--- config.mk ---
export PLATFORM = sky130hd
export DESIGN_NAME = crc32_packet_deframer_unit_flat
export DESIGN_NICKNAME = d
export VERILOG_FILES = /design/src/hw/rtl/cpd_pkg.sv /design/src/hw/rtl/cpd_if.sv /design/src/hw/rtl/cpd_in_stage.sv /design/src/hw/rtl/cpd_parser.sv /design/src/hw/rtl/cpd_out_stage.sv /design/src/hw/rtl/crc32_packet_deframer_unit.sv /design/src/flat_wrapper.sv
export SDC_FILE = /design/constraint.sdc
export NUM_CORES = 1
export LEC_CHECK = 0
export BUFFER_PORTS_ARGS = -buffer_cell sky130_fd_sc_hd__buf_4
export CAP_MARGIN = 10
export CORE_MARGIN = 1.5
export CORE_UTILIZATION = 51
export CTS_CLUSTER_DIAMETER = 40
export CTS_CLUSTER_SIZE = 30
export DETAILED_ROUTE_END_ITERATION = 8
export PLACE_DENSITY = 0.83
export SYNTH_ARGS = -nofsm -noshare
export SYNTH_HDL_FRONTEND = slang
export SYNTH_SLANG_ARGS = --single-unit
export TNS_END_PERCENT = 1
--- constraint.sdc ---
create_clock -name clk -period 15.7 [get_ports clk]
set_input_delay 2.355 -clock clk [delete_from_list [all_inputs] [get_ports clk]]
set_output_delay 2.355 -clock clk [all_outputs]
set_load 0.005 [all_outputs]
--- src/hw/rtl/cpd_pkg.sv ---
package cpd_pkg;

    localparam logic [7:0]  START_TAG  = 8'h55;
    localparam logic [31:0] CRC_INIT   = 32'hFFFF_FFFF;
    localparam logic [31:0] CRC_POLY   = 32'hEDB8_8320;
    localparam logic [31:0] CRC_XOROUT = 32'hFFFF_FFFF;
    localparam int          CRC_HDR_BYTES = 4;
    localparam int          CMD_POS    = 4;
    localparam int          PARAM_POS  = 5;

    typedef enum logic [3:0] {
        EV_IGNORED     = 4'd0,
        EV_TAG         = 4'd1,
        EV_HEADER_OK   = 4'd2,
        EV_HEADER_BAD  = 4'd3,
        EV_PAYLOAD     = 4'd4,
        EV_GOOD        = 4'd5,
        EV_CRC_ERROR   = 4'd6,
        EV_SECURED     = 4'd7,
        EV_LINK_RESET  = 4'd8
    } event_t;

    typedef struct packed {
        logic       op;
        logic [7:0] byte_in;
    } item_t;

    typedef struct packed {
        logic [3:0]  event_res;
        logic [7:0]  byte_out;
        logic [8:0]  byte_index;
        logic [4:0]  block_count;
        logic        response_wanted;
        logic [7:0]  command;
        logic [7:0]  param;
        logic [31:0] crc_received;
        logic [31:0] crc_computed;
    } result_t;

    function automatic logic [31:0] crc_byte(input logic [31:0] crc, input logic [7:0] data);
        logic [31:0] c;
        c = crc ^ {24'd0, data};
        for (int k = 0; k < 8; k++)
        begin
            c = c[0] ? ((c >> 1) ^ CRC_POLY) : (c >> 1);
        end
        return c;
    endfunction

endpackage

--- src/hw/rtl/cpd_if.sv ---
interface cpd_in_if;
    logic       valid;
    logic       ready;
    logic       op;
    logic [7:0] byte_in;

    modport source (output valid, output op, output byte_in, input ready);
    modport sink   (input valid, input op, input byte_in, output ready);
endinterface

interface cpd_out_if;
    logic        valid;
    logic        ready;
    logic [3:0]  event_res;
    logic [7:0]  byte_out;
    logic [8:0]  byte_index;
    logic [4:0]  block_count;
    logic        response_wanted;
    logic [7:0]  command;
    logic [7:0]  param;
    logic [31:0] crc_received;
    logic [31:0] crc_computed;

    modport source (output valid, output event_res, output byte_out, output byte_index,
                    output block_count, output response_wanted, output command,
                    output param, output crc_received, output crc_computed, input ready);
    modport sink   (input valid, input event_res, input byte_out, input byte_index,
                    input block_count, input response_wanted, input command,
                    input param, input crc_received, input crc_computed, output ready);
endinterface

--- src/hw/rtl/cpd_in_stage.sv ---
module cpd_in_stage (
    input  logic           clk,
    input  logic           rst_n,
    cpd_in_if.sink         stream,
    input  logic           advance,
    output logic           item_valid,
    output cpd_pkg::item_t item
);

    logic           vld_reg;
    logic           vld_next;
    cpd_pkg::item_t item_reg;
    logic           accept;

    assign stream.ready = !vld_reg || advance;
    assign accept       = stream.valid && stream.ready;
    assign item_valid   = vld_reg;
    assign item         = item_reg;

    always_comb
    begin
        vld_next = vld_reg;
        if (accept)
        begin
            vld_next = 1'b1;
        end
        else if (advance)
        begin
            vld_next = 1'b0;
        end
    end

    always_ff @(posedge clk or negedge rst_n)
    begin
        if (!rst_n)
        begin
            vld_reg <= 1'b0;
        end
        else
        begin
            vld_reg <= vld_next;
        end
    end

    always_ff @(posedge clk)
    begin
        if (accept)
        begin
            item_reg.op      <= stream.op;
            item_reg.byte_in <= stream.byte_in;
        end
    end

    a_hold_item: assert property (@(posedge clk) disable iff (!rst_n)
        vld_reg && !advance |=> vld_reg && $stable(item_reg))
        else $error("stalled item changed");

endmodule

--- src/hw/rtl/cpd_parser.sv ---
module cpd_parser #(
    parameter int MAX_BLOCKS  = 17,
    parameter int BLOCK_BYTES = 16
) (
    input  logic             clk,
    input  logic             rst_n,
    input  logic             fire,
    input  cpd_pkg::item_t   item,
    output cpd_pkg::result_t res
);

    localparam int CNT_W = $clog2(MAX_BLOCKS * BLOCK_BYTES + 1);

    typedef enum logic [1:0] {
        PH_HUNT,
        PH_HEADER,
        PH_PAYLOAD
    } phase_t;

    phase_t             phase_reg;
    phase_t             phase_next;
    logic [CNT_W-1:0]   total_reg;
    logic [CNT_W-1:0]   total_next;
    logic [CNT_W-1:0]   count_reg;
    logic [CNT_W-1:0]   count_next;
    logic [5:0]         blocks_reg;
    logic [5:0]         blocks_next;
    logic [2:0]         flags_reg;
    logic [2:0]         flags_next;
    logic [31:0]        crc_reg;
    logic [31:0]        crc_next;
    logic [31:0]        rx_crc_reg;
    logic [31:0]        rx_crc_next;
    logic [7:0]         cmd_reg;
    logic [7:0]         cmd_next;
    logic [7:0]         param_reg;
    logic [7:0]         param_next;

    logic [7:0]         b;
    logic [5:0]         hdr_blocks;
    logic [31:0]        idx32;
    logic [31:0]        calc;

    assign b          = item.byte_in;
    assign hdr_blocks = b[5:0];
    assign idx32      = 32'(count_reg);
    assign calc       = crc_next ^ cpd_pkg::CRC_XOROUT;

    always_comb
    begin
        phase_next  = phase_reg;
        total_next  = total_reg;
        count_next  = count_reg;
        blocks_next = blocks_reg;
        flags_next  = flags_reg;
        crc_next    = crc_reg;
        rx_crc_next = rx_crc_reg;
        cmd_next    = cmd_reg;
        param_next  = param_reg;
        res         = '0;
        res.event_res = cpd_pkg::EV_IGNORED;

        if (item.op)
        begin
            phase_next    = PH_HUNT;
            total_next    = '0;
            count_next    = '0;
            res.event_res = cpd_pkg::EV_LINK_RESET;
        end
        else
        begin
            case (phase_reg)
                PH_HEADER:
                begin
                    flags_next          = b[7:5];
                    res.response_wanted = b[7];
                    if (hdr_blocks == 6'd0 || {1'b0, hdr_blocks} > 7'(MAX_BLOCKS))
                    begin
                        phase_next    = PH_HUNT;
                        res.event_res = cpd_pkg::EV_HEADER_BAD;
                    end
                    else
                    begin
                        total_next  = CNT_W'({26'd0, hdr_blocks} * 32'(BLOCK_BYTES));
                        count_next  = '0;
                        blocks_next = hdr_blocks;
                        crc_next    = cpd_pkg::CRC_INIT;
                        rx_crc_next = '0;
                        cmd_next    = '0;
                        param_next  = '0;
                        phase_next  = PH_PAYLOAD;
                        res.event_res   = cpd_pkg::EV_HEADER_OK;
                        res.block_count = hdr_blocks[4:0];
                    end
                end
                PH_PAYLOAD:
                begin
                    if (idx32 < 32'(cpd_pkg::CRC_HDR_BYTES))
                    begin
                        rx_crc_next = {rx_crc_reg[23:0], b};
                    end
                    else
                    begin
                        crc_next = cpd_pkg::crc_byte(crc_reg, b);
                        if (idx32 == 32'(cpd_pkg::CMD_POS))
                        begin
                            cmd_next = b;
                        end
                        else if (idx32 == 32'(cpd_pkg::PARAM_POS))
                        begin
                            param_next = b;
                        end
                    end
                    count_next          = count_reg + 1'b1;
                    res.byte_out        = b;
                    res.byte_index      = idx32[8:0];
                    res.block_count     = blocks_reg[4:0];
                    res.response_wanted = flags_reg[2];
                    if (count_next >= total_reg)
                    begin
                        if (calc != rx_crc_next)
                        begin
                            res.event_res = cpd_pkg::EV_CRC_ERROR;
                        end
                        else if (flags_reg[1:0] != 2'b00)
                        begin
                            res.event_res = cpd_pkg::EV_SECURED;
                        end
                        else
                        begin
                            res.event_res = cpd_pkg::EV_GOOD;
                        end
                        res.command      = cmd_next;
                        res.param        = param_next;
                        res.crc_received = rx_crc_next;
                        res.crc_computed = calc;
                        phase_next       = PH_HUNT;
                    end
                    else
                    begin
                        res.event_res = cpd_pkg::EV_PAYLOAD;
                    end
                end
                default:
                begin
                    phase_next = PH_HUNT;
                    if (b == cpd_pkg::START_TAG)
                    begin
                        phase_next    = PH_HEADER;
                        res.event_res = cpd_pkg::EV_TAG;
                    end
                end
            endcase
        end
    end

    always_ff @(posedge clk or negedge rst_n)
    begin
        if (!rst_n)
        begin
            phase_reg <= PH_HUNT;
            total_reg <= '0;
            count_reg <= '0;
        end
        else if (fire)
        begin
            phase_reg <= phase_next;
            total_reg <= total_next;
            count_reg <= count_next;
        end
    end

    always_ff @(posedge clk)
    begin
        if (fire)
        begin
            blocks_reg <= blocks_next;
            flags_reg  <= flags_next;
            crc_reg    <= crc_next;
            rx_crc_reg <= rx_crc_next;
            cmd_reg    <= cmd_next;
            param_reg  <= param_next;
        end
    end

    a_verdict_ends: assert property (@(posedge clk) disable iff (!rst_n)
        fire && (res.event_res == cpd_pkg::EV_GOOD || res.event_res == cpd_pkg::EV_CRC_ERROR
                 || res.event_res == cpd_pkg::EV_SECURED)
        |=> phase_reg == PH_HUNT)
        else $error("phase did not return to hunting after verdict");

    a_count_bound: assert property (@(posedge clk) disable iff (!rst_n)
        phase_reg == PH_PAYLOAD |-> count_reg < total_reg)
        else $error("payload count reached total without verdict");

    a_link_reset: assert property (@(posedge clk) disable iff (!rst_n)
        fire && item.op |=> phase_reg == PH_HUNT && count_reg == '0 && total_reg == '0)
        else $error("link reset did not clear parser");

endmodule

--- src/hw/rtl/cpd_out_stage.sv ---
module cpd_out_stage (
    input  logic             clk,
    input  logic             rst_n,
    input  logic             load,
    input  cpd_pkg::result_t res,
    output logic             free,
    cpd_out_if.source        result
);

    logic             vld_reg;
    logic             vld_next;
    cpd_pkg::result_t res_reg;

    assign free = !vld_reg || result.ready;

    always_comb
    begin
        vld_next = vld_reg;
        if (load)
        begin
            vld_next = 1'b1;
        end
        else if (result.ready)
        begin
            vld_next = 1'b0;
        end
    end

    always_ff @(posedge clk or negedge rst_n)
    begin
        if (!rst_n)
        begin
            vld_reg <= 1'b0;
        end
        else
        begin
            vld_reg <= vld_next;
        end
    end

    always_ff @(posedge clk)
    begin
        if (load)
        begin
            res_reg <= res;
        end
    end

    assign result.valid           = vld_reg;
    assign result.event_res       = res_reg.event_res;
    assign result.byte_out        = res_reg.byte_out;
    assign result.byte_index      = res_reg.byte_index;
    assign result.block_count     = res_reg.block_count;
    assign result.response_wanted = res_reg.response_wanted;
    assign result.command         = res_reg.command;
    assign result.param           = res_reg.param;
    assign result.crc_received    = res_reg.crc_received;
    assign result.crc_computed    = res_reg.crc_computed;

    a_no_overwrite: assert property (@(posedge clk) disable iff (!rst_n)
        load |-> !vld_reg || result.ready)
        else $error("pending item overwritten");

    a_load_shows: assert property (@(posedge clk) disable iff (!rst_n)
        load |=> vld_reg)
        else $error("loaded item not presented");

endmodule

--- src/hw/rtl/crc32_packet_deframer_unit.sv ---
// Channel   Dir   Handshake      Payload
// stream    in    valid/ready    op, byte_in
// result    out   valid/ready    event_res, byte_out, byte_index, block_count,
//                                response_wanted, command, param,
//                                crc_received, crc_computed
//
// One item per cycle unless the result stalls; an accepted item sits in the input register,
// then passes the parser state and one-byte CRC-32 update into the result register.
// rst_n clears both stage valids and returns the parser to tag hunting.
// A stalled result holds; the input register takes an item while it is empty, or while the
// result register is free or drains in the same cycle.
module crc32_packet_deframer_unit #(
    parameter int MAX_BLOCKS  = 17,
    parameter int BLOCK_BYTES = 16
) (
    input  logic      clk,
    input  logic      rst_n,
    cpd_in_if.sink    stream,
    cpd_out_if.source result
);

    logic             item_valid;
    cpd_pkg::item_t   item;
    cpd_pkg::result_t res;
    logic             out_free;
    logic             advance;

    assign advance = item_valid && out_free;

    cpd_in_stage u_in_stage (
        .clk        (clk),
        .rst_n      (rst_n),
        .stream     (stream),
        .advance    (advance),
        .item_valid (item_valid),
        .item       (item)
    );

    cpd_parser #(
        .MAX_BLOCKS  (MAX_BLOCKS),
        .BLOCK_BYTES (BLOCK_BYTES)
    ) u_parser (
        .clk   (clk),
        .rst_n (rst_n),
        .fire  (advance),
        .item  (item),
        .res   (res)
    );

    cpd_out_stage u_out_stage (
        .clk    (clk),
        .rst_n  (rst_n),
        .load   (advance),
        .res    (res),
        .free   (out_free),
        .result (result)
    );

endmodule

--- src/flat_wrapper.sv ---
// flat-port wrapper written by rule: the top's interface ports become plain ports
module crc32_packet_deframer_unit_flat 
#(
    parameter int MAX_BLOCKS  = 17,
    parameter int BLOCK_BYTES = 16
)
  (clk, rst_n, stream_valid, stream_op, stream_byte_in, stream_ready, result_valid, result_event_res, result_byte_out, result_byte_index, result_block_count, result_response_wanted, result_command, result_param, result_crc_received, result_crc_computed, result_ready);
  cpd_in_if stream_i ();
  cpd_out_if result_i ();
  input  logic clk;
  input  logic rst_n;
  input wire logic [$bits(stream_i.valid)-1:0] stream_valid;
  input wire logic [$bits(stream_i.op)-1:0] stream_op;
  input wire logic [$bits(stream_i.byte_in)-1:0] stream_byte_in;
  output wire logic [$bits(stream_i.ready)-1:0] stream_ready;
  output wire logic [$bits(result_i.valid)-1:0] result_valid;
  output wire logic [$bits(result_i.event_res)-1:0] result_event_res;
  output wire logic [$bits(result_i.byte_out)-1:0] result_byte_out;
  output wire logic [$bits(result_i.byte_index)-1:0] result_byte_index;
  output wire logic [$bits(result_i.block_count)-1:0] result_block_count;
  output wire logic [$bits(result_i.response_wanted)-1:0] result_response_wanted;
  output wire logic [$bits(result_i.command)-1:0] result_command;
  output wire logic [$bits(result_i.param)-1:0] result_param;
  output wire logic [$bits(result_i.crc_received)-1:0] result_crc_received;
  output wire logic [$bits(result_i.crc_computed)-1:0] result_crc_computed;
  input wire logic [$bits(result_i.ready)-1:0] result_ready;
  assign stream_i.valid = stream_valid;
  assign stream_i.op = stream_op;
  assign stream_i.byte_in = stream_byte_in;
  assign stream_ready = stream_i.ready;
  assign result_valid = result_i.valid;
  assign result_event_res = result_i.event_res;
  assign result_byte_out = result_i.byte_out;
  assign result_byte_index = result_i.byte_index;
  assign result_block_count = result_i.block_count;
  assign result_response_wanted = result_i.response_wanted;
  assign result_command = result_i.command;
  assign result_param = result_i.param;
  assign result_crc_received = result_i.crc_received;
  assign result_crc_computed = result_i.crc_computed;
  assign result_i.ready = result_ready;
  crc32_packet_deframer_unit #(.MAX_BLOCKS(MAX_BLOCKS), .BLOCK_BYTES(BLOCK_BYTES)) u_core (.clk(clk), .rst_n(rst_n), .stream(stream_i), .result(result_i));
endmodule
==> results.md, run 1 <==
* Die area at 0.0221 sq mm
* Post-CTS setup repair buffer count at 0
* Power per Cell Area at 122 mW/mm^2
* WP buf/inv at 2
* Nets@finish at 1006
* Top delay family on crit path: buffers and inverters
* Inserted Diodes at 0
* Syn-to-layout area delta at 19.1%
* EDFF count, synth at 204
* Power Internal at 0.00114 W
* Sequential area share after synthesis at 60.8%
* Cell mode on critical path: buf_4
* DR pass1 iterations at 5
* Post-Syn Instances at 867
* Drt total wl at 27.1 mm
* Root Buffer: clkbuf_16
* Pleak at 4.94 nW
* Complex-gate fraction of the synthesized area at 8.53%
* Capture point of the worst path: stream_ready
* CTS Sinks at 222
* Clock-pin slew on the worst setup and hold paths at 0.07 ns
* Vias at 7433
* Die width at 149 um
* Setup crit start: result_ready
* Crit path required time at 13.35 ns
* Main combinational cell family by area after synthesis: simple AND/OR/NAND/NOR gates
* Most used DFF post-synth: edfxtp_1
* Clock power frac at 40.8%
* Layout cells sized above 1 at 20.9%
* Comb power frac at 14.8%
* Status: complete, no violations
* CTS Hold Buffers Added at 0
* Max-Slew Margin vs Limit at 22.8%
* Filler instances at 1664
* Slowest stage delay, CP at 0.18 ns
* Final Hold Vio Count at 0
* Post-cts resize count at 0
* Slowest cell on the critical path: nand3b_1
* Top Ports at 122
* CTS tree: built
* Worst Tran Pin Value at 1.15 ns
* Core Footprint at 0.0209 sq mm
* Netlist cell types at 78
* Setup CP Type: in2out
* Die H at 149 um
* Layout Skew at 0.0141 ns
* Worst hold slack at 0.508 ns
* Seq pwr share at 44.4%
* I/O Buffers at 121
* Cts bufs inserted at 27
* P_sw at 0.000435 W
* Vias per Instance at 5.82
* Worst Hold Class: reg2reg
* Max Freq at 0.194 GHz
* Crit path capture type: output pin
* Post-synth ARST share at 8.11%
* Fin. max-slew vios at 0
* First-pass GRT wire length at 41.3 mm
* Standard-cell rows at 53
* Commonest non-fill, non-tap cell in the layout: edfxtp_1
* Longest Clk Path Bufs at 3
* Register-to-register setup slack at 11.29 ns
* Max Cap Viol at 0
* Final setup violation count at 0
* Commonest non-fill, non-tap cells in the layout: edfxtp_1, nor2_1, buf_4
* Multi-input logic area at 0.00394 sq mm
* GR Overflow Total at 0
* Sequential Area at 0.00658 sq mm
* Synth Net Count at 891
* GPL Wtd Cong at 0.946
* Reg-to-Reg End: u_core.u_out_stage.result.event_res[1]$_SDFFCE_PP0P_
* Synth Area in Adders at 1.27%
* Largest net degree at the start of global routing at 81
* Critical path depth at 3
* CP cell instances: buf_4 > nand3b_1 > buf_4
* R2r startpoint: u_core.u_parser.phase_reg[0]$_DFFE_PN0P_
* Reg2Reg Depth at 13
* Fin crit share at 32.8%
* Residual DRC at 0
* Initial antenna violation count at 0
* GRT Util Overall at 24.6%
* VDD IR max at 0.0798 mV
* Yosys Warn Count at 0
* Clock Latency Late Sink at 0.53 ns
* ANT nets after route at 0
* Mux cell area share after synthesis at 4.40%
* Avg Cell Area, Syn at 12.5 sq um
* CP Max Fanout at 3
* Switching Fraction at 27.5%
* Register bit count reported by yosys at 222
* Area of the mapped netlist at 0.0108 sq mm
* Vias in the first global route at 6980
* Post-DP HPWL at 18.3 mm
* Critical Path Source Type: primary input
* H-tree lvl count at 1
* DRT iter0 DRCs at 846
* Worst EP arrival at 2.80 ns
* Clock period minus worst slack at 5.16 ns
* Effective utilization at floorplan at 51.8%
* Xor-xnor portion of the synthesized cell area at 10.1%
* Simple-gate area share of the yosys netlist at 12.0%
* Fin Setup TNS at 0 ns
* RSZ-0062 raised after global routing: false
* Wire length per cell at 21.2 um
==> per-stage QoR <==
stage / worst slack, ns / std cells / area, sq um / power (W) / util, %
after CTS: 10.55 / 1277 / 12900 / 0.00158 / 61.7
final: 10.54 / 1277 / 12900 / 0.00158 / 61.7
after global placement: 10.56 / 1228 / 11900 / 0.000939 / 57.1
after floorplan: 8.84 / 867 / 10800 / 0.000866 / -
after detailed placement: 10.55 / 1228 / 11900 / 0.000942 / 57.1
after global routing: 10.51 / 1277 / 12900 / 0.00163 / 61.7
==> area by class of cell <==
class / instances / area share (%)
repair buffers: 132 / 7.69
flip-flops and latches: 222 / 51.0
well taps: 275 / 2.67
multi-input cells: 578 / 30.6
clock buffers: 27 / 5.24
inverters: 21 / 0.631
clock inverters: 22 / 2.15
==> synthesized netlist by cell type (all sizes together), types with 2 or more instances <==
| cell | count | area (sq um) |
|---|---|---|
| xnor3 | 9 | 208 |
| buf | 14 | 101 |
| nand2b | 7 | 43.8 |
| xor2 | 27 | 263 |
| a22oi | 7 | 52.6 |
| a22o | 6 | 52.6 |
| nand4b | 2 | 17.5 |
| o21ai | 41 | 205 |
| mux2i | 46 | 464 |
| or3 | 3 | 23.8 |
| clkbuf | 31 | 116 |
| o211ai | 7 | 57.6 |
| nor3b | 4 | 30.0 |
| o22ai | 10 | 62.6 |
| ha | 11 | 138 |
| inv | 19 | 71.3 |
| and2 | 17 | 106 |
| and3 | 3 | 18.8 |
| a221o | 7 | 70.1 |
| and4 | 3 | 26.3 |
| nor4 | 3 | 48.8 |
| nand2 | 37 | 141 |
| a2111oi | 2 | 17.5 |
| nor2 | 168 | 641 |
| o21a | 2 | 15.0 |
| or2b | 2 | 15.0 |
| a21oi | 33 | 165 |
| a31o | 3 | 26.3 |
| or2 | 3 | 18.8 |
| edfxtp | 204 | 6130 |
| nor3 | 6 | 30.0 |
| clkinv | 2 | 7.51 |
| nand4 | 4 | 25.0 |
| nand3 | 15 | 75.1 |
| dfrtp | 18 | 450 |
| xnor2 | 65 | 603 |
| o2111ai | 3 | 43.8 |
| o2111a | 2 | 22.5 |
| o31ai | 3 | 27.5 |
==> cell families after synthesis <==
family                     Yosys count
and+or+nand+nor                    281
DFF                                222
buffers and inverters               67
adders and majority gates           11
muxes                               47
AOI/OAI and AO/OA                  137
xor gates and xnor gates           102
==> worst reg2reg max path, delay by kind of cell, from the launching register on <==
kind / cells / cell delay, ns
AND/OR/NAND/NOR: 4 / 1.25
flip-flops: 1 / 0.40
XOR/XNOR: 1 / 0.13
buffers and inverters: 2 / 0.34
AO/OA/AOI/OAI: 5 / 1.48
adder cells (fa/ha/maj): 1 / 0.58
==> worst min-delay path by stage <==
stage,slack (ns),depth (start not counted),end,startpoint
2_1_floorplan,0.42,0,u_core.u_parser.blocks_reg[3]$_DFFE_PP_,u_core.u_in_stage.item[3]$_DFFE_PP_
3_3_place_gp,0.47,1,u_core.u_out_stage.result.valid$_DFFE_PN0P_,u_core.u_in_stage.item_valid$_DFFE_PN0P_
3_5_place_dp,0.49,1,u_core.u_parser.total_reg[8]$_DFFE_PN0P_,u_core.u_parser.total_reg[8]$_DFFE_PN0P_
4_1_cts,0.51,1,u_core.u_parser.total_reg[8]$_DFFE_PN0P_,u_core.u_parser.total_reg[8]$_DFFE_PN0P_
5_1_grt,0.53,1,u_core.u_parser.total_reg[7]$_DFFE_PN0P_,u_core.u_parser.total_reg[7]$_DFFE_PN0P_
6_report,0.51,1,u_core.u_parser.total_reg[8]$_DFFE_PN0P_,u_core.u_parser.total_reg[8]$_DFFE_PN0P_
==> metal layers <==
layer	track usage, %	up-vias	wire length [um]
met2	38.5	375	12600
li1	-	3365	-
met1	36.4	3647	11700
met3	3.47	46	2360
met5	0	-	0
met4	6.19	0	547
==> power by group through the flow <==
stage / combinational [W] / clock (W) / sequential (W)
global placement: 0.000227 / 0 / 0.000713
finish: 0.000234 / 0.000644 / 0.000701
global route: 0.000250 / 0.000675 / 0.000703
CTS: 0.000231 / 0.000652 / 0.000700
floorplan: 0.000157 / 0 / 0.000709
detailed placement: 0.000230 / 0 / 0.000712
No activity file was read; power rests on OpenSTA's default activity.
==> run 2, diff against run 1 <==
clock period = 4.92 ns   (was 15.7 ns; I/O delays follow)
==> results.md, run 2 (synthesized netlist as in run 1, its figures left out) <==
* Status: complete, no violations
* Top delay family on crit path: simple AND/OR/NAND/NOR gates
* First-pass GRT wire length at 43.9 mm
* Pleak at 4.99 nW
* Cts bufs inserted at 27
* Wire length per cell at 22.4 um
* GPL Wtd Cong at 0.953
* R2r startpoint: u_core.u_parser.phase_reg[1]$_DFFE_PN0P_
* CTS Hold Buffers Added at 0
* I/O Buffers at 121
* Max-Slew Margin vs Limit at 23.2%
* Final Hold Vio Count at 0
* CP Max Fanout at 23
* WP buf/inv at 1
* Nets@finish at 1020
* Post-cts resize count at 0
* Final Power at 0.00501 W
* DR pass1 iterations at 5
* Clock Latency Late Sink at 0.55 ns
* Drt total wl at 29.0 mm
* Post-DP HPWL at 20.0 mm
* Syn-to-layout area delta at 19.8%
* CTS Sinks at 222
* Worst hold slack at 0.0649 ns
* Crit path required time at 5.22 ns
* Longest Clk Path Bufs at 3
* VDD IR max at 0.263 mV
* Final setup violation count at 0
* Die area at 0.0221 sq mm
* Filler instances at 1630
* Setup WS post-layout at 0.423 ns
* Post-CTS setup repair buffer count at 0
* Slowest stage delay, CP at 0.95 ns
* Vias at 7588
* RSZ-0062 raised after global routing: false
* Critical Path Source Type: flop
* GRT Util Overall at 26.5%
* Die width at 149 um
* Worst EP arrival at 4.79 ns
* Vias per Instance at 5.87
* Setup crit start: u_core.u_parser.phase_reg[1]$_DFFE_PN0P_
* Residual DRC at 0
* Max Cap Viol at 0
* H-tree lvl count at 1
* Top Ports at 122
* DP Area at 0.0120 sq mm
* Multi-input logic area at 0.00394 sq mm
* Dpl ws at 0.526 ns
* Core Footprint at 0.0209 sq mm
* Standard-cell rows at 53
* Power per Cell Area at 387 mW/mm^2
* Worst Tran Pin Value at 1.15 ns
* ANT nets after route at 0
* Slowest cell on the critical path: nor2_2
* Layout cells sized above 1 at 21.6%
* Clock period minus worst slack at 4.50 ns
* Die H at 149 um
* Commonest non-fill, non-tap cells in the layout: edfxtp_1, nor2_1, buf_4
* Commonest non-fill, non-tap cell in the layout: edfxtp_1
* GR Overflow Total at 0
* Initial antenna violation count at 1
* CP cell instances: inv_1 > ha_1 > o2111ai_4 > nor2_2 > a221o_1 > xnor2_2 > o211ai_2 > or4_4 > nor4_4 > nand4_1 > a31o_1
* Crit path capture type: flop
* Sequential Area at 0.00658 sq mm
* Finished Cell Area at 0.0130 sq mm
* Root Buffer: clkbuf_16
* Max Freq at 0.222 GHz
* Layout Skew at 0.0122 ns
* Vias in the first global route at 7491
* Fin. max-slew vios at 0
* Worst Hold Class: in2async
* Setup CP Type: reg2reg
* DRT iter0 DRCs at 803
* Clock-pin slew on the worst setup and hold paths at 0.06 ns
* Fin crit share at 91.4%
* Effective utilization at floorplan at 51.8%
* Largest net degree at the start of global routing at 75
* CTS tree: built
[run 2: cell type report]
class,instances,area share [%]
Clock inverter,21,1.78
Multi-Input combinational cell,578,30.4
Clock buffer,29,5.27
Timing Repair Buffer,146,8.46
Tap cell,275,2.66
Antenna cell,1,0.0193
Inverter,21,0.628
Sequential cell,222,50.8
[run 2: worst paths after layout]
kind | to | slack (ns) | cells past startpoint
worst max register to register | u_core.u_out_stage.result.event_res[1]$_SDFFCE_PP0P_ | 0.42 | 11
worst min register to register | u_core.u_parser.total_reg[8]$_DFFE_PN0P_ | 0.51 | 1
min in group clk | u_core.u_in_stage.item[4]$_DFFE_PP_ | 0.37 | 1
worst max-delay path | u_core.u_out_stage.result.event_res[1]$_SDFFCE_PP0P_ | 0.42 | 11
worst min-delay path | u_core.u_parser.total_reg[4]$_DFFE_PN0P_ | 0.06 | 1
max in group asynchronous | u_core.u_parser.phase_reg[1]$_DFFE_PN0P_ | 4.64 | 1
[run 2: per-stage QoR]
step	util [%]	std cells	setup TNS [ns]
finish	62.0	1293	0
global route	62.0	1292	0
CTS	62.0	1292	0
detailed placement	57.6	1242	0
global placement	57.6	1242	0
floorplan	-	867	-1.87
[run 2: per-layer routing]
layer	part of all wire, %	track usage (%)	routed length [um]
met5	0	0	0
met4	4.1	11.3	1180
met3	8.7	5.49	2510
met2	46	40.5	13400
met1	41	36.9	11900
[run 2: worst register-to-register path: stages, from the launching register on]
cell	delay, ns
dfrtp_1	0.38
inv_1	0.08
ha_1	0.64
o2111ai_4	0.35
nor2_2	0.95
a221o_1	0.33
xnor2_2	0.14
o211ai_2	0.10
or4_4	0.55
nor4_4	0.35
nand4_1	0.15
a31o_1	0.23
[run 2: power by group]
part           total (W)  internal, W  switching [W]
clock            0.00197      0.00111       0.000866
sequential       0.00223      0.00216      0.0000667
combinational   0.000805     0.000362       0.000442
